$ cat src/rtl/core/assert_macros.svh
// Assertion macros shared by the allocator RTL.
// Stand-alone header with no dependencies; included by files that assert.
`ifndef ASSERT_MACROS_SVH
`define ASSERT_MACROS_SVH

// Property that must hold at every clock edge outside reset.
`define BCBA_ASSERT(label, clk, rst, prop) \
   label: assert property (@(posedge clk) disable iff (rst) (prop)) \
      else $error("allocator assertion failed");

// Consequent that must hold in the same cycle as the antecedent.
`define BCBA_ASSERT_IMPL(label, clk, rst, ante, cons) \
   label: assert property (@(posedge clk) disable iff (rst) (ante) |-> (cons)) \
      else $error("allocator assertion failed");

// Consequent that must hold in the cycle after the antecedent.
`define BCBA_ASSERT_NEXT(label, clk, rst, ante, cons) \
   label: assert property (@(posedge clk) disable iff (rst) (ante) |=> (cons)) \
      else $error("allocator assertion failed");

`endif

$ cat src/rtl/core/bcba_pkg.sv
// Package of the bitmap contiguous block allocator: widths, codes and the
// command and status structs between controller and datapath. No dependencies.
package bcba_pkg;

   localparam int ADDR_W       = 48;
   localparam int SIZE_W       = 25;
   localparam int BS_W         = 17;
   localparam int BC_W         = 9;
   localparam int STATUS_W     = 2;
   localparam int CSR_IDX_W    = 2;
   localparam int CSR_DATA_W   = 48;
   localparam int DIV_W        = 48;
   localparam int DIV_CNT_W    = 6;

   localparam int MAX_BLOCKS_DEFAULT = 256;

   localparam logic [BS_W-1:0]   BLOCK_SIZE_RESET  = BS_W'(64);
   localparam logic [BC_W-1:0]   BLOCK_COUNT_RESET = BC_W'(256);
   localparam logic [ADDR_W-1:0] POOL_BASE_RESET   = '0;

   typedef enum logic [STATUS_W-1:0] {
      STATUS_OK      = 2'd0,
      STATUS_NO_RUN  = 2'd1,
      STATUS_ZERO    = 2'd2,
      STATUS_OUTSIDE = 2'd3
   } bcba_status_type;

   typedef enum logic [CSR_IDX_W-1:0] {
      CSR_BLOCK_SIZE  = 2'd0,
      CSR_BLOCK_COUNT = 2'd1,
      CSR_POOL_BASE   = 2'd2
   } bcba_csr_type;

   typedef enum logic {
      FUNC_ALLOC = 1'b0,
      FUNC_FREE  = 1'b1
   } bcba_func_type;

   typedef enum logic {
      DIVSRC_CEIL   = 1'b0,
      DIVSRC_OFFSET = 1'b1
   } bcba_divsrc_type;

   typedef enum logic [3:0] {
      STATE_CLEAR,
      STATE_IDLE,
      STATE_PREP,
      STATE_DIV_NEED,
      STATE_SCAN,
      STATE_DIV_FIRST,
      STATE_DIV_SPAN,
      STATE_WRITE,
      STATE_MUL,
      STATE_DONE
   } bcba_state_type;

   typedef struct packed {
      logic            req_load;
      logic            div_start;
      bcba_divsrc_type div_src;
      logic            need_load;
      logic            first_load;
      logic            scan_init;
      logic            scan_step;
      logic            wr_load_alloc;
      logic            wr_load_free;
      logic            wr_step;
      logic            mul_load;
      logic            rsp_load;
      bcba_status_type rsp_status;
   } bcba_cmd_type;

   typedef struct packed {
      logic req_zero;
      logic req_free;
      logic below_base;
      logic div_done;
      logic quot_gt_cnt;
      logic quot_ge_cnt;
      logic scan_found;
      logic scan_exhausted;
      logic wr_last;
      logic rsp_free;
   } bcba_sts_type;

endpackage

$ cat src/rtl/core/bcba_ram.sv
// Generic simple dual-port RAM with one write port and a registered read port.
// No dependencies.
module bcba_ram #(
   parameter int WIDTH = 1,
   parameter int DEPTH = 256
) (
   input  logic                     clock,
   input  logic                     we,
   input  logic [$clog2(DEPTH)-1:0] waddr,
   input  logic [WIDTH-1:0]         wdata,
   input  logic [$clog2(DEPTH)-1:0] raddr,
   output logic [WIDTH-1:0]         rdata
);

   logic [WIDTH-1:0] mem_ff [DEPTH];
   logic [WIDTH-1:0] rdata_ff;

   always_ff @(posedge clock) begin
      if (we) begin
         mem_ff[waddr] <= wdata;
      end
      rdata_ff <= mem_ff[raddr];
   end

   assign rdata = rdata_ff;

endmodule

$ cat src/rtl/core/bcba_divider.sv
// Restoring divider, one quotient bit per cycle, for block size divisions.
// Depends on bcba_pkg.
module bcba_divider (
   input  logic                       clock,
   input  logic                       reset,
   input  logic                       start,
   input  logic [bcba_pkg::DIV_W-1:0] dividend,
   input  logic [bcba_pkg::BS_W-1:0]  divisor,
   output logic                       done,
   output logic [bcba_pkg::DIV_W-1:0] quotient
);
   import bcba_pkg::*;

   logic                 busy_ff, busy_in;
   logic                 done_ff, done_in;
   logic [DIV_CNT_W-1:0] count_ff, count_in;
   logic [DIV_W-1:0]     quot_ff, quot_in;
   logic [BS_W-1:0]      rem_ff, rem_in;
   logic [BS_W:0]        trial;
   logic [BS_W:0]        diff;

   always_comb begin
      trial    = {rem_ff, quot_ff[DIV_W-1]};
      diff     = trial - {1'b0, divisor};
      busy_in  = busy_ff;
      done_in  = 1'b0;
      count_in = count_ff;
      quot_in  = quot_ff;
      rem_in   = rem_ff;
      if (start) begin
         busy_in  = 1'b1;
         count_in = '0;
         quot_in  = dividend;
         rem_in   = '0;
      end else if (busy_ff) begin
         if (trial >= {1'b0, divisor}) begin
            rem_in  = diff[BS_W-1:0];
            quot_in = {quot_ff[DIV_W-2:0], 1'b1};
         end else begin
            rem_in  = trial[BS_W-1:0];
            quot_in = {quot_ff[DIV_W-2:0], 1'b0};
         end
         count_in = count_ff + DIV_CNT_W'(1);
         if (count_ff == DIV_CNT_W'(DIV_W - 1)) begin
            busy_in = 1'b0;
            done_in = 1'b1;
         end
      end
   end

   always_ff @(posedge clock) begin
      if (reset) begin
         busy_ff  <= 1'b0;
         done_ff  <= 1'b0;
         count_ff <= '0;
      end else begin
         busy_ff  <= busy_in;
         done_ff  <= done_in;
         count_ff <= count_in;
      end
   end

   always_ff @(posedge clock) begin
      quot_ff <= quot_in;
      rem_ff  <= rem_in;
   end

   assign done     = done_ff;
   assign quotient = quot_ff;

endmodule

$ cat src/rtl/core/bcba_datapath.sv
// Datapath of the allocator: configuration registers, request and response
// registers, in-use map RAM, scan and write counters, divider and multiplier.
// Depends on bcba_pkg, bcba_ram and bcba_divider.
module bcba_datapath #(
   parameter int MAX_BLOCKS = bcba_pkg::MAX_BLOCKS_DEFAULT
) (
   input  logic                            clock,
   input  logic                            reset,
   input  logic                            csr_valid,
   input  logic [bcba_pkg::CSR_IDX_W-1:0]  csr_index,
   input  logic [bcba_pkg::CSR_DATA_W-1:0] csr_data,
   input  logic                            req_func,
   input  logic [bcba_pkg::SIZE_W-1:0]     req_size_bytes,
   input  logic [bcba_pkg::ADDR_W-1:0]     req_address,
   input  logic                            rsp_ready,
   output logic                            rsp_valid,
   output logic [bcba_pkg::STATUS_W-1:0]   rsp_status,
   output logic [bcba_pkg::ADDR_W-1:0]     rsp_region_address,
   input  bcba_pkg::bcba_cmd_type          cmd,
   output bcba_pkg::bcba_sts_type          sts
);
   import bcba_pkg::*;

   localparam int IDX_W = $clog2(MAX_BLOCKS);
   localparam int CNT_W = $clog2(MAX_BLOCKS + 1);
   localparam int CMP_W = (CNT_W > BC_W) ? CNT_W : BC_W;
   localparam int MUL_W = BS_W + IDX_W;

   logic [BS_W-1:0]     bs_ff, bs_in;
   logic [BC_W-1:0]     bc_ff, bc_in;
   logic [ADDR_W-1:0]   base_ff, base_in;
   logic                func_ff, func_in;
   logic [SIZE_W-1:0]   size_ff, size_in;
   logic [ADDR_W-1:0]   addr_ff, addr_in;
   logic [CNT_W-1:0]    need_ff, need_in;
   logic [IDX_W-1:0]    first_ff, first_in;
   logic [CNT_W-1:0]    rd_idx_ff, rd_idx_in;
   logic [IDX_W-1:0]    tag_ff, tag_in;
   logic                tag_vld_ff, tag_vld_in;
   logic [CNT_W-1:0]    run_ff, run_in;
   logic [IDX_W-1:0]    start_ff, start_in;
   logic [CNT_W-1:0]    wr_idx_ff, wr_idx_in;
   logic [CNT_W-1:0]    wr_end_ff, wr_end_in;
   logic                wr_bit_ff, wr_bit_in;
   logic [MUL_W-1:0]    prod_ff, prod_in;
   logic                rsp_valid_ff, rsp_valid_in;
   logic [STATUS_W-1:0] rsp_status_ff, rsp_status_in;
   logic [ADDR_W-1:0]   rsp_region_ff, rsp_region_in;

   logic [BS_W-1:0]   bs_eff;
   logic [CNT_W-1:0]  cnt_eff;
   logic [DIV_W-1:0]  dividend;
   logic [DIV_W-1:0]  quotient;
   logic              div_done;
   logic [0:0]        map_rdata;
   logic [CNT_W-1:0]  run_next;
   logic [IDX_W-1:0]  start_next;
   logic              scan_found;
   logic              scan_exhausted;
   logic              quot_ge_cnt;
   logic [CNT_W:0]    span_sum;
   logic [CNT_W-1:0]  span_end;

   assign bs_eff  = (bs_ff == '0) ? BS_W'(1) : bs_ff;
   assign cnt_eff = (CMP_W'(bc_ff) > CMP_W'(MAX_BLOCKS)) ? CNT_W'(MAX_BLOCKS)
                                                         : CNT_W'(bc_ff);

   assign dividend = (cmd.div_src == DIVSRC_OFFSET) ? (addr_ff - base_ff)
                   : (DIV_W'(size_ff) + DIV_W'(bs_eff) - DIV_W'(1));

   bcba_divider u_divider (
      .clock    (clock),
      .reset    (reset),
      .start    (cmd.div_start),
      .dividend (dividend),
      .divisor  (bs_eff),
      .done     (div_done),
      .quotient (quotient)
   );

   bcba_ram #(
      .WIDTH (1),
      .DEPTH (MAX_BLOCKS)
   ) u_map (
      .clock (clock),
      .we    (cmd.wr_step),
      .waddr (wr_idx_ff[IDX_W-1:0]),
      .wdata (wr_bit_ff),
      .raddr (rd_idx_ff[IDX_W-1:0]),
      .rdata (map_rdata)
   );

   assign run_next       = map_rdata[0] ? '0 : run_ff + CNT_W'(1);
   assign start_next     = (run_ff == '0) ? tag_ff : start_ff;
   assign scan_found     = tag_vld_ff && !map_rdata[0] && (run_next == need_ff);
   assign scan_exhausted = tag_vld_ff && !scan_found
                           && ((CNT_W'(tag_ff) + CNT_W'(1)) == cnt_eff);

   assign quot_ge_cnt = quotient >= DIV_W'(cnt_eff);
   assign span_sum    = (CNT_W + 1)'(first_ff) + (CNT_W + 1)'(quotient[CNT_W-1:0]);
   assign span_end    = (quot_ge_cnt || (span_sum > (CNT_W + 1)'(cnt_eff))) ? cnt_eff
                                                                           : span_sum[CNT_W-1:0];

   always_comb begin
      bs_in         = bs_ff;
      bc_in         = bc_ff;
      base_in       = base_ff;
      func_in       = func_ff;
      size_in       = size_ff;
      addr_in       = addr_ff;
      need_in       = need_ff;
      first_in      = first_ff;
      rd_idx_in     = rd_idx_ff;
      tag_in        = tag_ff;
      tag_vld_in    = tag_vld_ff;
      run_in        = run_ff;
      start_in      = start_ff;
      wr_idx_in     = wr_idx_ff;
      wr_end_in     = wr_end_ff;
      wr_bit_in     = wr_bit_ff;
      prod_in       = prod_ff;
      rsp_valid_in  = rsp_valid_ff;
      rsp_status_in = rsp_status_ff;
      rsp_region_in = rsp_region_ff;

      if (csr_valid) begin
         case (bcba_csr_type'(csr_index))
            CSR_BLOCK_SIZE:  bs_in   = csr_data[BS_W-1:0];
            CSR_BLOCK_COUNT: bc_in   = csr_data[BC_W-1:0];
            CSR_POOL_BASE:   base_in = csr_data[ADDR_W-1:0];
            default: ;
         endcase
      end

      if (cmd.req_load) begin
         func_in = req_func;
         size_in = req_size_bytes;
         addr_in = req_address;
      end
      if (cmd.need_load) begin
         need_in = quotient[CNT_W-1:0];
      end
      if (cmd.first_load) begin
         first_in = quotient[IDX_W-1:0];
      end

      if (cmd.scan_init) begin
         rd_idx_in  = '0;
         tag_vld_in = 1'b0;
         run_in     = '0;
      end else if (cmd.scan_step) begin
         if (rd_idx_ff < cnt_eff) begin
            rd_idx_in = rd_idx_ff + CNT_W'(1);
         end
         tag_in     = rd_idx_ff[IDX_W-1:0];
         tag_vld_in = rd_idx_ff < cnt_eff;
         if (tag_vld_ff) begin
            run_in   = run_next;
            start_in = start_next;
         end
      end else begin
         tag_vld_in = 1'b0;
      end

      if (cmd.wr_load_alloc) begin
         wr_idx_in = CNT_W'(start_next);
         wr_end_in = CNT_W'(start_next) + need_ff;
         wr_bit_in = 1'b1;
      end else if (cmd.wr_load_free) begin
         wr_idx_in = CNT_W'(first_ff);
         wr_end_in = span_end;
         wr_bit_in = 1'b0;
      end else if (cmd.wr_step) begin
         wr_idx_in = wr_idx_ff + CNT_W'(1);
      end

      if (cmd.mul_load) begin
         prod_in = MUL_W'(bs_eff) * MUL_W'(start_ff);
      end

      if (cmd.rsp_load) begin
         rsp_valid_in  = 1'b1;
         rsp_status_in = cmd.rsp_status;
         if ((cmd.rsp_status == STATUS_OK) && (bcba_func_type'(func_ff) == FUNC_ALLOC)) begin
            rsp_region_in = base_ff + ADDR_W'(prod_ff);
         end else begin
            rsp_region_in = '0;
         end
      end else if (rsp_ready) begin
         rsp_valid_in = 1'b0;
      end
   end

   always_ff @(posedge clock) begin
      if (reset) begin
         bs_ff        <= BLOCK_SIZE_RESET;
         bc_ff        <= BLOCK_COUNT_RESET;
         base_ff      <= POOL_BASE_RESET;
         tag_vld_ff   <= 1'b0;
         wr_idx_ff    <= '0;
         wr_end_ff    <= CNT_W'(MAX_BLOCKS);
         wr_bit_ff    <= 1'b0;
         rsp_valid_ff <= 1'b0;
      end else begin
         bs_ff        <= bs_in;
         bc_ff        <= bc_in;
         base_ff      <= base_in;
         tag_vld_ff   <= tag_vld_in;
         wr_idx_ff    <= wr_idx_in;
         wr_end_ff    <= wr_end_in;
         wr_bit_ff    <= wr_bit_in;
         rsp_valid_ff <= rsp_valid_in;
      end
   end

   always_ff @(posedge clock) begin
      func_ff       <= func_in;
      size_ff       <= size_in;
      addr_ff       <= addr_in;
      need_ff       <= need_in;
      first_ff      <= first_in;
      rd_idx_ff     <= rd_idx_in;
      tag_ff        <= tag_in;
      run_ff        <= run_in;
      start_ff      <= start_in;
      prod_ff       <= prod_in;
      rsp_status_ff <= rsp_status_in;
      rsp_region_ff <= rsp_region_in;
   end

   always_comb begin
      sts.req_zero       = size_ff == '0;
      sts.req_free       = bcba_func_type'(func_ff) == FUNC_FREE;
      sts.below_base     = addr_ff < base_ff;
      sts.div_done       = div_done;
      sts.quot_gt_cnt    = quotient > DIV_W'(cnt_eff);
      sts.quot_ge_cnt    = quot_ge_cnt;
      sts.scan_found     = scan_found;
      sts.scan_exhausted = scan_exhausted;
      sts.wr_last        = ((CNT_W + 1)'(wr_idx_ff) + (CNT_W + 1)'(1))
                           == (CNT_W + 1)'(wr_end_ff);
      sts.rsp_free       = !rsp_valid_ff || rsp_ready;
   end

   assign rsp_valid          = rsp_valid_ff;
   assign rsp_status         = rsp_status_ff;
   assign rsp_region_address = rsp_region_ff;

endmodule

$ cat src/rtl/core/bcba_controller.sv
// Controller state machine of the allocator; sequences the datapath through
// division, map scan, map write and response. Depends on bcba_pkg.
module bcba_controller (
   input  logic                   clock,
   input  logic                   reset,
   input  logic                   req_valid,
   output logic                   req_ready,
   input  bcba_pkg::bcba_sts_type sts,
   output bcba_pkg::bcba_cmd_type cmd
);
   import bcba_pkg::*;

   bcba_state_type  state_ff, state_in;
   bcba_status_type code_ff, code_in;

   always_ff @(posedge clock) begin
      if (reset) begin
         state_ff <= STATE_CLEAR;
         code_ff  <= STATUS_OK;
      end else begin
         state_ff <= state_in;
         code_ff  <= code_in;
      end
   end

   always_comb begin
      state_in       = state_ff;
      code_in        = code_ff;
      req_ready      = 1'b0;
      cmd            = '0;
      cmd.div_src    = DIVSRC_CEIL;
      cmd.rsp_status = code_ff;
      case (state_ff)
         STATE_CLEAR: begin
            cmd.wr_step = 1'b1;
            if (sts.wr_last) begin
               state_in = STATE_IDLE;
            end
         end
         STATE_IDLE: begin
            req_ready = 1'b1;
            if (req_valid) begin
               cmd.req_load = 1'b1;
               state_in     = STATE_PREP;
            end
         end
         STATE_PREP: begin
            if (sts.req_zero) begin
               code_in  = STATUS_ZERO;
               state_in = STATE_DONE;
            end else if (!sts.req_free) begin
               cmd.div_start = 1'b1;
               state_in      = STATE_DIV_NEED;
            end else if (sts.below_base) begin
               code_in  = STATUS_OUTSIDE;
               state_in = STATE_DONE;
            end else begin
               cmd.div_start = 1'b1;
               cmd.div_src   = DIVSRC_OFFSET;
               state_in      = STATE_DIV_FIRST;
            end
         end
         STATE_DIV_NEED: begin
            if (sts.div_done) begin
               if (sts.quot_gt_cnt) begin
                  code_in  = STATUS_NO_RUN;
                  state_in = STATE_DONE;
               end else begin
                  cmd.need_load = 1'b1;
                  cmd.scan_init = 1'b1;
                  state_in      = STATE_SCAN;
               end
            end
         end
         STATE_SCAN: begin
            cmd.scan_step = 1'b1;
            if (sts.scan_found) begin
               cmd.wr_load_alloc = 1'b1;
               state_in          = STATE_WRITE;
            end else if (sts.scan_exhausted) begin
               code_in  = STATUS_NO_RUN;
               state_in = STATE_DONE;
            end
         end
         STATE_DIV_FIRST: begin
            if (sts.div_done) begin
               if (sts.quot_ge_cnt) begin
                  code_in  = STATUS_OUTSIDE;
                  state_in = STATE_DONE;
               end else begin
                  cmd.first_load = 1'b1;
                  cmd.div_start  = 1'b1;
                  state_in       = STATE_DIV_SPAN;
               end
            end
         end
         STATE_DIV_SPAN: begin
            if (sts.div_done) begin
               cmd.wr_load_free = 1'b1;
               state_in         = STATE_WRITE;
            end
         end
         STATE_WRITE: begin
            cmd.wr_step = 1'b1;
            if (sts.wr_last) begin
               if (sts.req_free) begin
                  code_in  = STATUS_OK;
                  state_in = STATE_DONE;
               end else begin
                  state_in = STATE_MUL;
               end
            end
         end
         STATE_MUL: begin
            cmd.mul_load = 1'b1;
            code_in      = STATUS_OK;
            state_in     = STATE_DONE;
         end
         STATE_DONE: begin
            if (sts.rsp_free) begin
               cmd.rsp_load = 1'b1;
               state_in     = STATE_IDLE;
            end
         end
         default: begin
            state_in = STATE_IDLE;
         end
      endcase
   end

endmodule

$ cat src/rtl/core/bitmap_contiguous_block_allocator.sv
// Top level of the bitmap contiguous block allocator.
// Depends on bcba_pkg, assert_macros.svh, bcba_controller and bcba_datapath.
//
//   Channel  Direction  Handshake              Payload
//   req      in         req_valid/req_ready    req_func, req_size_bytes, req_address
//   rsp      out        rsp_valid/rsp_ready    rsp_status, rsp_region_address
//   csr      in         csr_valid/csr_ready    csr_index, csr_data
//
// An allocate runs one division, a map scan and a map write; a free runs two divisions
// and a map write. Each division yields one quotient bit a cycle, and the map RAM moves
// one bit a cycle. After reset a clearing pass zeroes the map, during which no request
// is taken. A stalled response holds in the output register; the next request is
// accepted meanwhile and its result waits until that register is free.
`include "assert_macros.svh"

module bitmap_contiguous_block_allocator #(
   parameter int MAX_BLOCKS = bcba_pkg::MAX_BLOCKS_DEFAULT
) (
   input  logic                            clock,
   input  logic                            reset,
   input  logic                            req_valid,
   output logic                            req_ready,
   input  logic                            req_func,
   input  logic [bcba_pkg::SIZE_W-1:0]     req_size_bytes,
   input  logic [bcba_pkg::ADDR_W-1:0]     req_address,
   output logic                            rsp_valid,
   input  logic                            rsp_ready,
   output logic [bcba_pkg::STATUS_W-1:0]   rsp_status,
   output logic [bcba_pkg::ADDR_W-1:0]     rsp_region_address,
   input  logic                            csr_valid,
   output logic                            csr_ready,
   input  logic [bcba_pkg::CSR_IDX_W-1:0]  csr_index,
   input  logic [bcba_pkg::CSR_DATA_W-1:0] csr_data
);
   import bcba_pkg::*;

   bcba_cmd_type cmd;
   bcba_sts_type sts;

   assign csr_ready = 1'b1;

   bcba_controller u_controller (
      .clock     (clock),
      .reset     (reset),
      .req_valid (req_valid),
      .req_ready (req_ready),
      .sts       (sts),
      .cmd       (cmd)
   );

   bcba_datapath #(
      .MAX_BLOCKS (MAX_BLOCKS)
   ) u_datapath (
      .clock              (clock),
      .reset              (reset),
      .csr_valid          (csr_valid),
      .csr_index          (csr_index),
      .csr_data           (csr_data),
      .req_func           (req_func),
      .req_size_bytes     (req_size_bytes),
      .req_address        (req_address),
      .rsp_ready          (rsp_ready),
      .rsp_valid          (rsp_valid),
      .rsp_status         (rsp_status),
      .rsp_region_address (rsp_region_address),
      .cmd                (cmd),
      .sts                (sts)
   );

   `BCBA_ASSERT_IMPL(a_region_zero, clock, reset, rsp_valid && (rsp_status != STATUS_OK), rsp_region_address == '0)
   `BCBA_ASSERT(a_single_map_op, clock, reset, !(cmd.wr_step && cmd.scan_step))
   `BCBA_ASSERT_IMPL(a_div_busy, clock, reset, sts.div_done, !req_ready)
   `BCBA_ASSERT_NEXT(a_rsp_load, clock, reset, cmd.rsp_load, rsp_valid)

endmodule
$ cat config.mk
export PLATFORM = sky130hd
export DESIGN_NAME = bitmap_contiguous_block_allocator
export DESIGN_NICKNAME = d
export VERILOG_FILES = /design/src/rtl/core/bcba_pkg.sv /design/src/rtl/core/bcba_ram.sv /design/src/rtl/core/bcba_divider.sv /design/src/rtl/core/bcba_datapath.sv /design/src/rtl/core/bcba_controller.sv /design/src/rtl/core/bitmap_contiguous_block_allocator.sv
export VERILOG_INCLUDE_DIRS = /design/src /design/src/rtl/core
export SDC_FILE = /design/constraint.sdc
export NUM_CORES = 2
export LEC_CHECK = 0
export BUFFER_PORTS_ARGS = -buffer_cell sky130_fd_sc_hd__buf_4
export CAP_MARGIN = 0
export CORE_UTILIZATION = 55
export CTS_CLUSTER_SIZE = 8
export DETAILED_ROUTE_END_ITERATION = 8
export GPL_TIMING_DRIVEN = 0
export HOLD_SLACK_MARGIN = 0.15
export PLACE_DENSITY_LB_ADDON = 0.3
export SYNTH_ARGS = -nofsm -noshare
export SYNTH_HDL_FRONTEND = slang
export SYNTH_SLANG_ARGS = --single-unit
export TNS_END_PERCENT = 100
$ cat constraint.sdc
create_clock -name clock -period 5.1 [get_ports clock]
set_input_delay 0 -clock clock [delete_from_list [all_inputs] [get_ports clock]]
set_output_delay 0 -clock clock [all_outputs]
set_load 0.05 [all_outputs]
# Word-level counts from Yosys, hierarchy flattened
# Memory sizes are Yosys's and may differ from the RTL's. A register that Yosys moved wholly into a read port is not among the register bits.
# Index checks and enable logic that the tools add are counted.
# totals
register_bits	374
ramBits	256
elab_cells	195
mem_count	1
# memory_table
name	words	word_bits	read_ports	rd_ports_with_merged_regs	wr	line_no	rtl
u_datapath.u_map.mem_ff	256	1	1	1	1	bcba_ram.sv:15	logic [WIDTH-1:0] mem_ff [DEPTH];
# classes
add_sub_neg	13
mul	1
n_lt_le_gt_ge	7
eq_ne	30
n_mux	76
bitwise	4
n_reduce_logical	35
# ops
cell	n
$mux W48	3
$mux W4	14
$add A48 B25 Y48	1
$ge A48 B9 Y1	1
$gt A48 B9 Y1	1
$lt A48 B48 Y1	1
$sub A48 B1 Y48 const B	1
$sub A48 B48 Y48	1
$mux W9	5
$pmux W4 S10	1
$mux W17	2
$mux W8	4
$mux W1	31
$mux W2	14
$add A9 B1 Y9 const B	3
$add A25 B17 Y26	1
$logic_not A25 Y1	1
$mul A17 B8 Y25	1
$eq A9 B9 Y1	2
$ge A18 B17 Y1	1
$logic_not A17 Y1	1
$sub A17 B17 Y17	1
$eq A4 B3 Y1 const B	4
$ne A2 B1 Y1 const B	6
other kinds (37)	65

# Longest topological paths before layout
# depth
word_depth	10
ltp_mapped	24
depth_no_buf	24

# Modules after synthesis
# From an unflattened synthesis, not the netlist that was laid out.
# unflattened
hier_cells	3787
hier_area_um2	38780.9
# modules_own_cells
mod	instances	cells_each	area_each_um2	seq_area_each_um2
bcba_datapath	1	2517	22729.3	7727.4
bcba_ram	1	788	11128.2	7707.4
bcba_divider	1	377	4146.5	1941.9
bcba_controller	1	103	765.7	120.1
bitmap_contiguous_block_allocator	1	2	11.3	0.0

# Least setup slack after synthesis
# No wires, ideal clock.
# synth_path
path_type	flip-flop to flip-flop
from	register u_datapath.bs_ff[8]
to	register u_datapath.prod_ff[24], data pin
t_arrival_ns	5.189
t_required_ns	4.840
path_slack_ns	-0.349
stages_incl_launch_ff	22
n_path_buf	0
path_cell_list	dfxtp_1 > nor4_1 > nand2_1 > nor4_1 > a31o_2 > nand2_1 > fa_1 > fa_1 > inv_1 > fa_1 > inv_1 > fa_1 > inv_1 > ha_1 > a2111oi_0 > nor3_1 > o311ai_0 > o221ai_1 > nand4_1 > nand3b_1 > a21oi_1 > xnor2_1
# synth_between
elab_chain_len	3
# synth_lines
item	line_no	rtl
from (decl)	bcba_datapath.sv:29	logic [BS_W-1:0] bs_ff, bs_in;
from (signal assigned)	bcba_datapath.sv:205	bs_ff <= bs_in;
$logic_not A17 Y1	bcba_datapath.sv:64	assign bs_eff = (bs_ff == '0) ? BS_W'(1) : bs_ff;
$mux W17 (*)	bcba_datapath.sv:64	
$mul A17 B8 Y25 (*)	bcba_datapath.sv:178	prod_in = MUL_W'(bs_eff) * MUL_W'(start_ff);
to (signal assigned)	bcba_datapath.sv:226	prod_ff <= prod_in;
to (decl)	bcba_datapath.sv:45	logic [MUL_W-1:0] prod_ff, prod_in;
# Every way passes the cells marked *; elsewhere a longest branch is shown, timed or not.
# A chain may end at the register's enable or synchronous reset.

# Final worst setup path
# layout_path
from	register u_datapath.start_ff[7]
to	register u_datapath.prod_ff[24], data pin
# layout_between
elab_chain_len	1
# layout_lines
item	line_no	rtl
from (decl)	bcba_datapath.sv:41	logic [IDX_W-1:0] start_ff, start_in;
from (signal assigned)	bcba_datapath.sv:225	start_ff <= start_in;
$mul A17 B8 Y25	bcba_datapath.sv:178	
# No other way between the ends.

==> out/metrics.csv <==
metric,value,unit
status,finished with violations,
violated checks,negative setup slack,
wl on met1,45900,um
share of the yosys chip area belonging to registers,44.8,%
half-perimeter wire length after detailed placement,83200,um
largest vdd supply drop,0.405,mV
worst hold path class,in2reg,
grt total ovfl,0,
I/O Buffers,179,
starting utilization of the core area,55.6,%
Met2 Wirelength,57200,um
maximum fanout along the worst path,10,
number of routed nets with antenna violations,0,
total of warnings raised by yosys,0,
Highest Clock Rate,184,MHz
clock tree root driver cell,sky130_fd_sc_hd__clkbuf_16,
parity-gate share of the synthesized area counting xor and xnor cells,4.35,%
routed length per instance,22.3,um
Sum Neg Setup Slack,-1.27,ns
clock edge transition at the registers on the reported setup and hold paths,0.06,ns
core box area,70100,um^2
power density over the cells,399,nW/um^2
Ports,182,
Placement Setup Slack,-1.22,ns
"Net Count, Synth",4258,
Iter 0 DRT Violations,3580,
Final WS setup,-0.329,ns
Final Util,67.6,%
insertion delay of the later-clocked pin in the worst-skew pair,0.67,ns
via count of the first global-routing pass,31500,
WP data arrival,5.79,ns
primary flip-flop cell chosen by synthesis mapping,sky130_fd_sc_hd__edfxtp_1,
DRC violation count after routing,0,
"Buf+Inv Stages, Crit Path",3,
critical path endpoint category,flip-flop,
"Largest delay share family, worst path",adder cells,
max-slew violation count,0,
first-pass GRT wire length,180000,um
leakage power figure,0.0178,uW
#FFs+latches synth,631,
main combinational cell family by area after synthesis,simple AND/OR/NAND/NOR gates,
Syn-to-layout area delta,21.5,%
final-stage net count,4789,
Synth Area in Adders,11.5,%
met3 wirelength from detailed routing,10500,um
cell type with the largest total area after synthesis,sky130_fd_sc_hd__edfxtp_1,
critical path's slowest cell,sky130_fd_sc_hd__edfxtp_1,
ratio of cells with drive above 1 in the final layout,12.3,%
worst setup path class,reg2reg,
Die W,268,um
Final Setup Violations,7,
highest-count cells in the layout ignoring fill and taps,"sky130_fd_sc_hd__nor2_1 (511), sky130_fd_sc_hd__edfxtp_1 (486), sky130_fd_sc_hd__nand2_1 (320)",
final-report hold violation count,0,
cell types with the largest area share after synthesis,"sky130_fd_sc_hd__edfxtp_1 (37%), sky130_fd_sc_hd__dfxtp_1 (7.4%), sky130_fd_sc_hd__ha_1 (6.5%), sky130_fd_sc_hd__nor2_1 (4.9%), sky130_fd_sc_hd__fa_1 (4.9%)",
Final Instance Count excl. Fillers,5365,
fraction of the mapped netlist area in simple logic gates,17.1,%
final clock period utilization by the worst path,106,%
clock sink count,631,
mean instance size in the synthesized netlist,10.2,um^2
TritonCTS clock tree,yes,
count of maximum capacitance violations,0,
synthesized instance count,3829,
most common library cell in the layout ignoring fill and taps,sky130_fd_sc_hd__nor2_1,
startpoint type of the worst setup path,flip-flop,
chip height,268,um
number of buffers between clock root and the deepest sink,3,
cell row count,97,
via count,32700,
CP most frequent cell,sky130_fd_sc_hd__fa_1,
first-pass iteration count of the detailed router,6,
antenna violations before repair,2,
post-layout minimum cycle time,5.43,ns
placed instance count,4958,
number of buffers created by CTS,89,
share of the synthesized area in the top cell type,37.4,%
clock tree skew after final layout,0.0577,ns
Routed Wire Length,120000,um
GRT Util Overall,32.9,%
mux share of post-synthesis cell area,6.01,%
Worst Max-Slew Pin Slew,1.34,ns
post-layout power,18900,uW
highest routed layer,met4,
worst slew slack as a fraction of its limit,10.6,%
post-synthesis cell area,39000,um^2
via density per instance,6.10,
Fillers,5274,
cells along the critical path,clkbuf_4 -> and2_1 -> fa_1 -> fa_1 -> fa_1 -> inv_1 -> fa_1 -> inv_1 -> ha_1 -> or3_1 -> o311ai_4 -> o221ai_4 -> nand4_1 -> nand3b_1 -> a21oi_2 -> xnor2_2,
setup repair after global routing missed its margin,yes,
CTS H-Tree Depth,3,
share of synthesized flip-flops with an asynchronous set or reset,0,%
count of flip-flops with a built-in enable after synthesis,486,
WP data required,5.46,ns
floorplan die area,72000,um^2
fraction of the mapped netlist area in compound gates,11.9,%
delay of the slowest cell on the worst path,0.64,ns
maximum number of pins on one net before global-route repair,101,
GPL Wtd Cong,0.976,
distinct cell type count after synthesis,91,
==> Yosys cell counts, types with 41 or more instances <==
| cell type | instances |
|---|---|
| sky130_fd_sc_hd__nor2_1 | 513 |
| sky130_fd_sc_hd__edfxtp_1 | 486 |
| sky130_fd_sc_hd__nand2_1 | 324 |
| sky130_fd_sc_hd__a21oi_1 | 275 |
| sky130_fd_sc_hd__inv_1 | 230 |
| sky130_fd_sc_hd__ha_1 | 204 |
| sky130_fd_sc_hd__clkbuf_1 | 177 |
| sky130_fd_sc_hd__and2_1 | 145 |
| sky130_fd_sc_hd__dfxtp_1 | 145 |
| sky130_fd_sc_hd__xnor2_1 | 132 |
| sky130_fd_sc_hd__o21ai_0 | 123 |
| sky130_fd_sc_hd__fa_1 | 96 |
| sky130_fd_sc_hd__nand3_1 | 89 |
| sky130_fd_sc_hd__mux4_2 | 85 |
| sky130_fd_sc_hd__a21o_1 | 63 |
| sky130_fd_sc_hd__xor2_1 | 62 |
| sky130_fd_sc_hd__nor3_1 | 54 |
| sky130_fd_sc_hd__nand4_1 | 48 |
| sky130_fd_sc_hd__nor2b_1 | 41 |
==> path summary, 6_finish.rpt <==
| check | slack [ns] | endpoint | start | cells past startpoint |
|---|---|---|---|---|
| worst max-delay path | -0.33 | u_datapath.prod_ff[24] | u_datapath.start_ff[7] | 16 |
| worst min-delay path | 0.18 | u_datapath.base_ff[18] | csr_data[18] | 4 |
| worst max register to register | -0.33 | u_datapath.prod_ff[24] | u_datapath.start_ff[7] | 16 |
| worst min register to register | 0.47 | u_datapath.bs_ff[0] | u_datapath.bs_ff[0] | 2 |
==> where the power goes <==
group	internal, uW	total [uW]	switching [uW]
Sequential	6160	6580	417
Clock	3320	5650	2330
Combinational	2670	6680	4010
==> kinds of logic after synthesis <==
| group | Yosys count |
|---|---|
| simple gates | 1406 |
| other cells | 1 |
| compound gates | 727 |
| flops | 631 |
| fa+ha+maj | 300 |
| buf+inv | 443 |
| mux | 127 |
| xor+xnor | 194 |
==> area by class of cell <==
type                       count  area [um^2]  area share (%)
inverter                     231          867            1.83
multi-input combinational   2755        20300            42.9
timing repair buffer         441         3990            8.41
antenna                        2         5.00          0.0106
clock inverter                 7          196           0.414
buffer                       211          861            1.82
tap                          940         1180            2.48
clock buffer                 147         2470            5.22
sequential                   631        17500            36.9
==> sequential cells by signal (all words and copies together) (netlist names), 25 cells and up <==
register,cells
u_datapath.size_ff,25
u_datapath.prod_ff,25
u_datapath.base_ff,48
u_datapath.addr_ff,48
u_datapath.u_map.mem_ff,256
u_datapath.u_divider.quotient,48
u_datapath.rsp_region_address,48
==> worst reg2reg max path: cells and delay by family (launching register included) <==
family / cells / cell delay, ns
flip-flops: 1 / 0.64
AO/OA/AOI/OAI: 3 / 0.78
adder cells (fa/ha/maj): 5 / 2.32
buffers and inverters: 3 / 0.43
AND/OR/NAND/NOR: 4 / 0.88
XOR/XNOR: 1 / 0.13
==> what timing repair did <==
item,4_1_cts,5_1_grt
hold buffers,224,0
endpoints found under the hold margin,183,0
resized for setup,65,50
setup endpoints to repair,97,102
buffers inserted,12,16
pin swaps,43,33
==> per-stage QoR <==
| stage | cell area, um^2 | hold slack (ns) |
|---|---|---|
| final | 47400 | 0.178 |
| after global routing | 47400 | 0.206 |
| after CTS | 47100 | 0.154 |
| after detailed placement | 41800 | 0.179 |
| after global placement | 41600 | 0.179 |
| after floorplan | 39100 | 0.0989 |
==> per-layer routing <==
layer | up-vias | global-route usage, %
met3 | 359 | 5.20
met2 | 1756 | 55.0
met1 | 15800 | 41.9
li1 | 14800 | -
met5 | - | 0
met4 | 0 | 15.7
Note: power is estimated with default switching activity, not from simulation.
